==> src/rtl/core/tqle_pkg.sv <==
package tqle_pkg;

  localparam int STATE_COUNT_DEF  = 64;
  localparam int ACTION_COUNT_DEF = 5;

  localparam int STATE_W   = 6;
  localparam int ACTION_W  = 3;
  localparam int VALUE_W   = 32;
  localparam int FRAC_W    = 16;
  localparam int CFG_IDX_W = 2;
  localparam int S_TDATA_W = 72;
  localparam int M_TDATA_W = 8;

  localparam logic [FRAC_W-1:0] LEARN_RATE_RST   = 16'd6554;
  localparam logic [FRAC_W-1:0] DISCOUNT_RST     = 16'd58982;
  localparam logic [FRAC_W-1:0] EXPLORE_RATE_RST = 16'd6554;

  // register indexes on the configuration port
  localparam logic [CFG_IDX_W-1:0] CFG_LEARN_RATE   = 2'd0;
  localparam logic [CFG_IDX_W-1:0] CFG_DISCOUNT     = 2'd1;
  localparam logic [CFG_IDX_W-1:0] CFG_EXPLORE_RATE = 2'd2;

  // operation codes carried in the input tuser
  localparam logic OP_UPDATE = 1'b0;
  localparam logic OP_CHOOSE = 1'b1;

  typedef struct packed {
    logic load_item;
    logic clear_wr;
    logic rd_old;
    logic rd_row;
    logic mul_disc;
    logic add_tgt;
    logic mul_mix;
    logic sum_acc;
    logic wr_new;
    logic load_out;
  } tqle_cmd_t;

  typedef struct packed {
    logic is_choose;
    logic upd_ok;
    logic row_ok;
    logic exploit;
    logic col_last;
    logic clr_last;
    logic out_free;
  } tqle_status_t;

endpackage

==> src/rtl/core/tqle_ctrl.sv <==
module tqle_ctrl
  import tqle_pkg::*;
(
  input  logic         clk,
  input  logic         rst,
  input  logic         in_valid,
  output logic         in_ready,
  output tqle_cmd_t    cmd,
  input  tqle_status_t status
);

  typedef enum logic [3:0] {
    ST_CLEAR,
    ST_IDLE,
    ST_DECIDE,
    ST_SCAN,
    ST_SCAN_END,
    ST_MUL_DISC,
    ST_ADD_TGT,
    ST_MUL_MIX,
    ST_SUM,
    ST_WRITE,
    ST_DELIVER
  } state_t;

  state_t state;

  assign in_ready = (state == ST_IDLE);

  always_comb begin
    cmd = '0;
    case (state)
      ST_CLEAR:    cmd.clear_wr  = 1'b1;
      ST_IDLE:     cmd.load_item = in_valid;
      ST_DECIDE:   cmd.rd_old    = !status.is_choose && status.upd_ok;
      ST_SCAN:     cmd.rd_row    = 1'b1;
      ST_MUL_DISC: cmd.mul_disc  = 1'b1;
      ST_ADD_TGT:  cmd.add_tgt   = 1'b1;
      ST_MUL_MIX:  cmd.mul_mix   = 1'b1;
      ST_SUM:      cmd.sum_acc   = 1'b1;
      ST_WRITE:    cmd.wr_new    = 1'b1;
      ST_DELIVER:  cmd.load_out  = status.out_free;
      default:     cmd = '0;
    endcase
  end

  always_ff @(posedge clk) begin
    if (rst) begin
      state <= ST_CLEAR;
    end else begin
      case (state)
        ST_CLEAR: begin
          if (status.clr_last) state <= ST_IDLE;
        end
        ST_IDLE: begin
          if (in_valid) state <= ST_DECIDE;
        end
        ST_DECIDE: begin
          if (status.is_choose) begin
            state <= (status.exploit && status.row_ok) ? ST_SCAN : ST_DELIVER;
          end else begin
            // drop updates that point outside the table
            state <= status.upd_ok ? ST_SCAN : ST_IDLE;
          end
        end
        ST_SCAN: begin
          if (status.col_last) state <= ST_SCAN_END;
        end
        ST_SCAN_END: state <= status.is_choose ? ST_DELIVER : ST_MUL_DISC;
        ST_MUL_DISC: state <= ST_ADD_TGT;
        ST_ADD_TGT:  state <= ST_MUL_MIX;
        ST_MUL_MIX:  state <= ST_SUM;
        ST_SUM:      state <= ST_WRITE;
        ST_WRITE:    state <= ST_IDLE;
        ST_DELIVER: begin
          if (status.out_free) state <= ST_IDLE;
        end
        default: state <= ST_IDLE;
      endcase
    end
  end

endmodule

==> config.mk <==
export PLATFORM = sky130hd
export DESIGN_NAME = tqle_ctrl
export DESIGN_NICKNAME = d
export VERILOG_FILES = /design/src/rtl/core/tqle_pkg.sv /design/src/rtl/core/tqle_ctrl.sv
export SDC_FILE = /design/constraint.sdc
export NUM_CORES = 1
export LEC_CHECK = 0
export BUFFER_PORTS_ARGS = -buffer_cell sky130_fd_sc_hd__buf_2
export CAP_MARGIN = 20
export CORE_AREA = 8 8 45 47
export CTS_BUF_LIST = sky130_fd_sc_hd__clkbuf_16
export CTS_CLUSTER_SIZE = 24
export DETAILED_ROUTE_END_ITERATION = 8
export DIE_AREA = 0 0 53 55
export PLACE_DENSITY = 0.57
export SETUP_SLACK_MARGIN = 0.5
export SYNTH_ARGS = -nofsm -noshare
export SYNTH_HDL_FRONTEND = slang
export SYNTH_SLANG_ARGS = --single-unit
==> constraint.sdc <==
create_clock -name clk -period 3.32 [get_ports clk]
set_input_delay 0.166 -clock clk [delete_from_list [all_inputs] [get_ports clk]]
set_output_delay 0.166 -clock clk [all_outputs]
set_load 0.005 [all_outputs]
After elaboration in Yosys (flattened, before gate mapping)
Cells that the tools add are included.
Storage, ports and cells
  register bits: 4
  logic and storage cells: 39
  input bits: 10
Cells by class
  equal/unequal tests: 14
  reductions and logical operators: 5
  multiplexer cells: 19
Operators with widths (number)
  $pmux 4 s10: 1
  $mux 4: 7
  $eq 4x3->1 const B: 4
  $eq 4x4->1 const B: 3
  $mux 1: 10
  $eq 4x2->1 const B: 2
  $ne 2x2->1 const B: 4
  $eq 4x1->1 const B: 1
  $logic_not 4->1: 1
  $reduce_and 4->1: 1
  $logic_and 1x1->1: 2
  $mux 2: 1
  $logic_not 1->1: 1

Depth between registers and ports, before layout
Gate-level depths: netlist of the first run.
  depth in word-level cells: 4
  depth in mapped cells: 5
  gate-level depth less buffers: 4

Worst setup path before layout of the first run
No wires, ideal clock.
  path type: reg2out
  start: register state[1]
  end: output cmd[7] in the netlist's numbering
  arrival time: 1.080 ns
  data required time: 3.154 ns
  cell stages (with the launch flop): 4
  path slack: 2.074 ns
  cells stage by stage: dfxtp_1 buf_6 or2b_1 nor4bb_1
RTL lines
  start, declared: line tqle_ctrl.sv:26  | state_t state;
  start signal, assigned: line tqle_ctrl.sv:60  | state <= (status.exploit && status.row_ok) ? ST_SCAN : ST_DELIVER;
  start signal, assigned: line tqle_ctrl.sv:63  | state <= status.upd_ok ? ST_SCAN : ST_IDLE;
  start signal, assigned: line tqle_ctrl.sv:69  | ST_SCAN_END: state <= status.is_choose ? ST_DELIVER : ST_MUL_DISC;
  end, declared: line tqle_ctrl.sv:8  | output tqle_cmd_t cmd,

==> key figures, run 1 <==
Clocking
  – Root buf cell: clkbuf_16
  – CTS tree: yes
  – Max clock buf depth: 2
  – Post_cts resized: 0
  – Clock transition at the registers of the reported paths: around 0.030 ns
  – Setup Fix Bufs, Post-CTS: 0
  – Clock Sinks: 4
  – CTS Buf Count: 3
  – Clk_lat worst skew: ~0.23 ns
  – CTS HTree Levels: 1
  – Post-cts hold buffer count: 0

Place
  – Detail Placement HPWL: approximately 930 µm
  – Placer Congestion: 0.800
  – Pre-CTS setup slack: ~1.8 ns
  – # port buffers: 20

Floorplan
  – Top Ports: 21
  – Initial core utilization: 0.307
  – DIE WIDTH: 53 µm
  – Die height: between 50 and 60 µm
  – Die area: 2920 µm²
  – Core area: roughly 1400 µm²
  – Row count: 14

Yosys
  – Synth Area in Compound Gates: 0.206
  – Adder-Cell Fraction of Synth Area: 0
  – Post-synth ARST share: 0
  – Mapped Cells: 60
  – Synth cell types: 28
  – Synth top area share: 0.189
  – Synth Area in Simple Gates: 0.496
  – Post-synthesis cell area: around 420 µm²
  – Syn Area/Cell: between 7 and 8 µm²
  – Area leader, netlist: dfxtp_1
  – Synth Area in XOR/XNOR: 0.0206
  – Ys Warns: 0
  – Synth area leaders: dfxtp_1, nor2_1, a21oi_1
  – Synth cell count leaders: nor2_1, a21oi_1
  – Top_reg_cell synth: dfxtp_1
  – Most frequent cell after synthesis: nor2_1
  – Main combinational cell family by area after synthesis: simple AND/OR/NAND/NOR gates
  – Post-synth EDFFs: 0
  – Sequential fraction of the synthesis area: 0.189
  – Synth Register Bits: 4
  – Mapped Nets: 70
  – Mux share of post-synthesis cell area: 0

STA
  – RSZ-0062 raised after global routing: no
  – TNS Setup: 0 ns
  – Min setup slack post-route: between 1.5 and 2 ns
  – Final worst path period need: ~1.7 ns
  – Final slew viol count: 0
  – Max_slew headroom: 0.633
  – Slew @ Worst Pin: ~0.55 ns
  – Fin. Hold Viols: 0
  – Final worst-path cycle share: 0.513
  – F_max: about 0.59 GHz
  – Setup-failing EPs final: 0
  – Clk_skew: ~0.0031 ns

Global route
  – First-pass GRT wire length: between 2 and 2.5 mm
  – GRT Total Usage: 0.0939
  – Initial antenna violation count: 0
  – GRT overflow: 0
  – Vias in the first global route: 466
  – Largest net degree at the start of global routing: 18

Drt
  – WL per Instance: roughly 14 µm
  – Top layer in use: met4
  – Drc violations: 0
  – Post-DRT Antenna Nets: 0
  – Drt pass-1 iters: 4
  – Met3 WL post-DR: ~110 µm
  – Via Count: about 490
  – Vias per cell: 5.16
  – Met1 WL: 561 µm
  – Met2 WL: approximately 630 µm
  – Initial detailed-routing violation count: 9
  – Final WL: approximately 1.3 mm

Setup path
  – CP startpoint kind: flip-flop
  – R2R cell count: 4
  – CP max stage delay: 0.58 ns
  – Crit-path cells: or2b_1 > nor4bb_1 > buf_2
  – WP buf/inv: 1
  – Critical path arrival: ~1.5 ns
  – Crit path depth: 3
  – CP max-delay cell: dfxtp_1
  – Setup crit end kind: output pin
  – Max FO, Critical Path: 15
  – Cell family with most CP delay: simple AND/OR/NAND/NOR gates
  – WS Path Type: reg2out
  – Worst path required time: 3.15 ns

Finish
  – Top Registers: state (4)
  – Fin util: 0.423
  – Share of cells above drive strength 1: 0.359
  – Max reg flops: 4
  – N_diodes: 0
  – Reg with most FFs: state
  – Nets: 90
  – Area Overhead vs Synth: 38.1%

Worst hold path
  – Hold Path Depth: 2
  – HP Class: in2reg

Power and ir drop
  – Pwr/cell area: 485 nW/µm²
  – Maximum VDD drop: between 0.0002 and 0.00025 V
  – Leak Pwr: around 0.27 nW

Flow run
  – Number of max-cap violations: 0

Run status
  – Status: complete, no violations
[layout make-up]
class	instances	area, µm²
clock buffers	3	75.1
fillers	150	798
inverters	1	3.75
multi-input cells	50	307
flip-flops and latches	4	80.1
well taps	16	20.0
repair buffers	20	100
[logic make-up (layout without fill, tap and decap cells)]
| family | count (synthesis) | count (layout) |
|---|---|---|
| XOR/XNOR | 1 | 1 |
| buffers and inverters | 6 | 24 |
| AO/OA/AOI/OAI | 13 | 13 |
| AND/OR/NAND/NOR | 36 | 36 |
| flip-flops | 4 | 4 |
[cell usage in the layout (no fill, tap or decap), drive strengths merged, types with 2 or more instances in the layout]
cell type,count
buf,20
nor2,9
a21oi,6
nor3b,5
nand2,4
nor3,4
dfxtp,4
or2b,3
clkbuf,3
nand3,2
o21ai,2
nor4,2
[per-stage QoR]
stage | instances | instance area [µm²] | power [mW] | hold WS, ns
detailed placement | 91 | 510 | 0.0961 | 0.398
CTS | 94 | 586 | 0.287 | 0.163
finish | 94 | 586 | 0.284 | 0.167
global route | 94 | 586 | 0.297 | 0.170
global placement | 91 | 510 | 0.0952 | 0.391
floorplan | 60 | 424 | 0.0832 | 0.235
[power by group]
group,internal (mW),switching (mW),leakage [nW],total (mW)
Sequential,0.0505,0.00855,0.0326,0.0591
Combinational,0.0189,0.0176,0.198,0.0365
Clock,0.154,0.0346,0.0370,0.189
Total,0.223,0.0608,0.268,0.284
[metal layers]
metal	up-vias	track usage
met5	-	0
met4	0	0.0517
met3	2	0.0267
met2	17	0.158
met1	216	0.105
li1	250	-
[path summary, 6_finish.rpt]
kind | to | slack [ns] | from
setup / recovery | cmd[7] | 1.62 | state[1]$_SDFFE_PP0P_
hold / removal | state[0]$_SDFFE_PP0P_ | 0.17 | rst
setup reg to reg | state[0]$_SDFFE_PP0P_ | 1.75 | state[0]$_SDFFE_PP0P_
hold reg to reg | state[3]$_SDFFE_PP0P_ | 0.76 | state[2]$_SDFFE_PP0P_
[worst register-to-register path: stages (launching register included)]
cell and delay [ns]:
dfxtp_1 0.65, nand2b_1 0.20, o21bai_1 0.23, nor4_1 0.09, a2111oi_2 0.28
Power figures use the tool's default switching activity.
==> inputs of run 2 (changes only) <==
--- a/config.mk
+++ b/config.mk
@@ -5,6 +5,7 @@
 export SDC_FILE = /design/constraint.sdc
 export NUM_CORES = 1
 export LEC_CHECK = 0
+export ABC_AREA = 1
 export BUFFER_PORTS_ARGS = -buffer_cell sky130_fd_sc_hd__buf_2
 export CAP_MARGIN = 20
 export CORE_AREA = 8 8 45 47
@@ -12,7 +13,7 @@
 export CTS_CLUSTER_SIZE = 24
 export DETAILED_ROUTE_END_ITERATION = 8
 export DIE_AREA = 0 0 53 55
-export PLACE_DENSITY = 0.57
+export PLACE_DENSITY = 0.58
 export SETUP_SLACK_MARGIN = 0.5
 export SYNTH_ARGS = -nofsm -noshare
 export SYNTH_HDL_FRONTEND = slang
==> constraint.sdc (replaced) <==
create_clock -name clk -period 1.5 [get_ports clk]
set_input_delay 0.075 -clock clk [delete_from_list [all_inputs] [get_ports clk]]
set_output_delay 0.075 -clock clk [all_outputs]
set_load 0.005 [all_outputs]
==> key figures, run 2 <==
Finish
  – Most common cell after layout, fill and taps aside: buf_2
  – Max reg flops: 4 (unchanged)
  – Fin util: 0.536 (+0.113)
  – Top Registers: state (4)
  – Nets: 113 (+26%)
  – Reg with most FFs: state
  – Area Overhead vs Synth: 83.6%
  – N_diodes: 0 (unchanged)
  – Most frequent cells in the layout: buf_2, nor2_1, inv_1, nand2_1, nor2_4
  – Share of cells above drive strength 1: 0.588 (+0.229)

Setup path
  – Reg2Reg Setup Slack: 0.34 ns (-1.41 ns)
  – Worst path required time: 1.42 ns (-1.73 ns)
  – Max FO, Critical Path: 7 (-8)
  – WS Path Type: reg2out
  – CP startpoint kind: flip-flop
  – Setup crit end kind: output pin
  – Critical path arrival: 1.12 ns (-0.42 ns)

Global route
  – GRT Total Usage: 0.101 (+0.00699)
  – Initial antenna violation count: 0 (unchanged)
  – Vias in the first global route: 553 (+19%)
  – First-pass GRT wire length: 2.27 mm (+7.9%)
  – Largest net degree at the start of global routing: 8 (-10)
  – GRT overflow: 0 (unchanged)

Power and ir drop
  – Power Total: 1.29 mW (+360%)
  – Pwr/cell area: 1740 nW/µm² (+260%)
  – Leak Pwr: 0.405 nW (+51%)
  – Maximum VDD drop: 0.000892 V (+290%)

Floorplan
  – Die height: 55 µm (unchanged)
  – Die area: 2920 µm² (unchanged)
  – Initial core utilization: 0.292 (-0.0145)
  – Row count: 14 (unchanged)
  – Top Ports: 21 (unchanged)
  – Core area: 1380 µm² (unchanged)
  – DIE WIDTH: 53 µm (unchanged)

Place
  – # port buffers: 20 (unchanged)
  – Placer Congestion: 0.828 (+3.6%)
  – Pre-CTS setup slack: 0.317 ns (-1.45 ns)
  – Detail Placement HPWL: 1.03 mm (+12%)

Yosys
  – Synth top area share: 0.198 (+0.00935)
  – Top_reg_cell synth: dfxtp_1
  – Mapped Nets: 87 (+24%)
  – Syn Area/Cell: 5.25 µm² (-26%)
  – Area leader, netlist: dfxtp_1
  – Synth Register Bits: 4 (unchanged)
  – Post-synth EDFFs: 0 (unchanged)
  – Sequential fraction of the synthesis area: 0.198 (+0.00935)
  – Synth area leaders: dfxtp_1, nand2_1, inv_1
  – Synth cell count leaders: nand2_1, inv_1, nor2_1, nand3_1, nor2_2
  – Synth cell types: 15 (-46%)
  – Post-synthesis cell area: 404 µm² (-4.7%)
  – Mapped Cells: 77 (+28%)
  – Ys Warns: 0 (unchanged)
  – Most frequent cell after synthesis: nand2_1
  – Post-synth ARST share: 0 (unchanged)

Drt
  – Drt pass-1 iters: 3 (-1)
  – Via Count: 552 (+14%)
  – WL per Instance: 11.5 µm (-18%)
  – Initial detailed-routing violation count: 1 (-8)
  – Final WL: 1.36 mm (+3.3%)
  – Drc violations: 0 (unchanged)
  – Post-DRT Antenna Nets: 0 (unchanged)
  – Vias per cell: 4.68 (-9.3%)

Clocking
  – Max clock buf depth: 2 (unchanged)
  – Clk_lat worst skew: 0.23 ns (about the same)
  – CTS HTree Levels: 1 (unchanged)
  – CTS tree: yes
  – Clock transition at the registers of the reported paths: 0.03 ns (about the same)
  – Root buf cell: clkbuf_16
  – Clock Sinks: 4 (unchanged)
  – Post-cts hold buffer count: 0 (unchanged)
  – CTS Buf Count: 3 (unchanged)

STA
  – Slew @ Worst Pin: 0.238 ns (-0.311 ns)
  – RSZ-0062 raised after global routing: yes
  – TNS Setup: 0 ns (unchanged)
  – Fin. Hold Viols: 0 (unchanged)
  – F_max: between 0.8 and 0.9 GHz
  – Final worst-path cycle share: 0.797
  – Min setup slack post-route: 0.305 ns (-1.31 ns)
  – WHS: 0.0521 ns (-0.115 ns)
  – Max_slew headroom: 0.841 (+0.207)
  – Final slew viol count: 0 (unchanged)
  – Setup-failing EPs final: 0 (unchanged)
  – Clk_skew: 0.00349 ns (+0.000369 ns)
  – Final worst path period need: between 1 and 1.5 ns

Run status
  – Status: complete, no violations

Flow run
  – Number of max-cap violations: 0 (unchanged)

Worst hold path
  – HP Class: in2reg
-- run 2: cell types whose count changed after synthesis, moves of 4 or more --
cell,change
nor2_2,+7
a21oi_1,-5
nand3_1,+6
nor2_1,+6
nor3b_1,-4
inv_1,+14
nand2_1,+13
-- run 2: timing repair --
action | in CTS | in global routing
pin swaps | 1 | 13
buffers inserted | 1 | 0
setup endpoints to repair | 15 | 15
resized for setup | 6 | 23
gates cloned | 0 | 0
-- run 2: final timing paths --
| kind | endpoint | start | cells past startpoint |
|---|---|---|---|
| worst max-delay path | cmd[7] | state[3]$_SDFFE_PP0P_ | 4 |
| worst min-delay path | state[1]$_SDFFE_PP0P_ | rst | 2 |
| worst max register to register | state[0]$_SDFFE_PP0P_ | state[3]$_SDFFE_PP0P_ | 6 |
| worst min register to register | state[0]$_SDFFE_PP0P_ | state[0]$_SDFFE_PP0P_ | 2 |
-- run 2: layer usage --
layer	up-vias	routed length [µm]	GRT usage
li1	287	-	-
met1	247	561	0.110
met2	14	674	0.168
met3	4	102	0.0294
met4	0	19	0.0647
met5	-	0	0
-- run 2: kinds of logic (layout without fill, tap and decap cells) --
group           Yosys count  count (layout)  share of synthesized area
buf+inv                  17              42                      0.158
compound gates            6               6                     0.0991
flops                     4               4                      0.198
simple gates             50              50                      0.545
-- run 2: critical path, stage by stage (launching register included) --
cell	delay, ns
dfxtp_4	0.36
nor2_4	0.23
nand2_2	0.10
nor2_1	0.09
buf_2	0.12
-- run 2: final cells by class --
class	count	area, µm²
fillers	147	642
multi-input cells	56	359
inverters	17	68.8
repair buffers	21	120
clock inverters	1	3.75
well taps	16	20.0
clock buffers	3	75.1
flip-flops and latches	4	95.1
-- run 2: where the power goes --
group | leakage, nW | internal (mW) | switching (mW) | total (mW)
Clock | 0.0423 | 0.344 | 0.0763 | 0.420
Combinational | 0.327 | 0.265 | 0.358 | 0.623
Sequential | 0.0356 | 0.153 | 0.0967 | 0.250
-- run 2: stage by stage --
step,std cells,area (µm²)
after floorplan,77,442
after global placement,113,562
after detailed placement,113,562
after CTS,118,672
after global routing,118,742
final,118,742
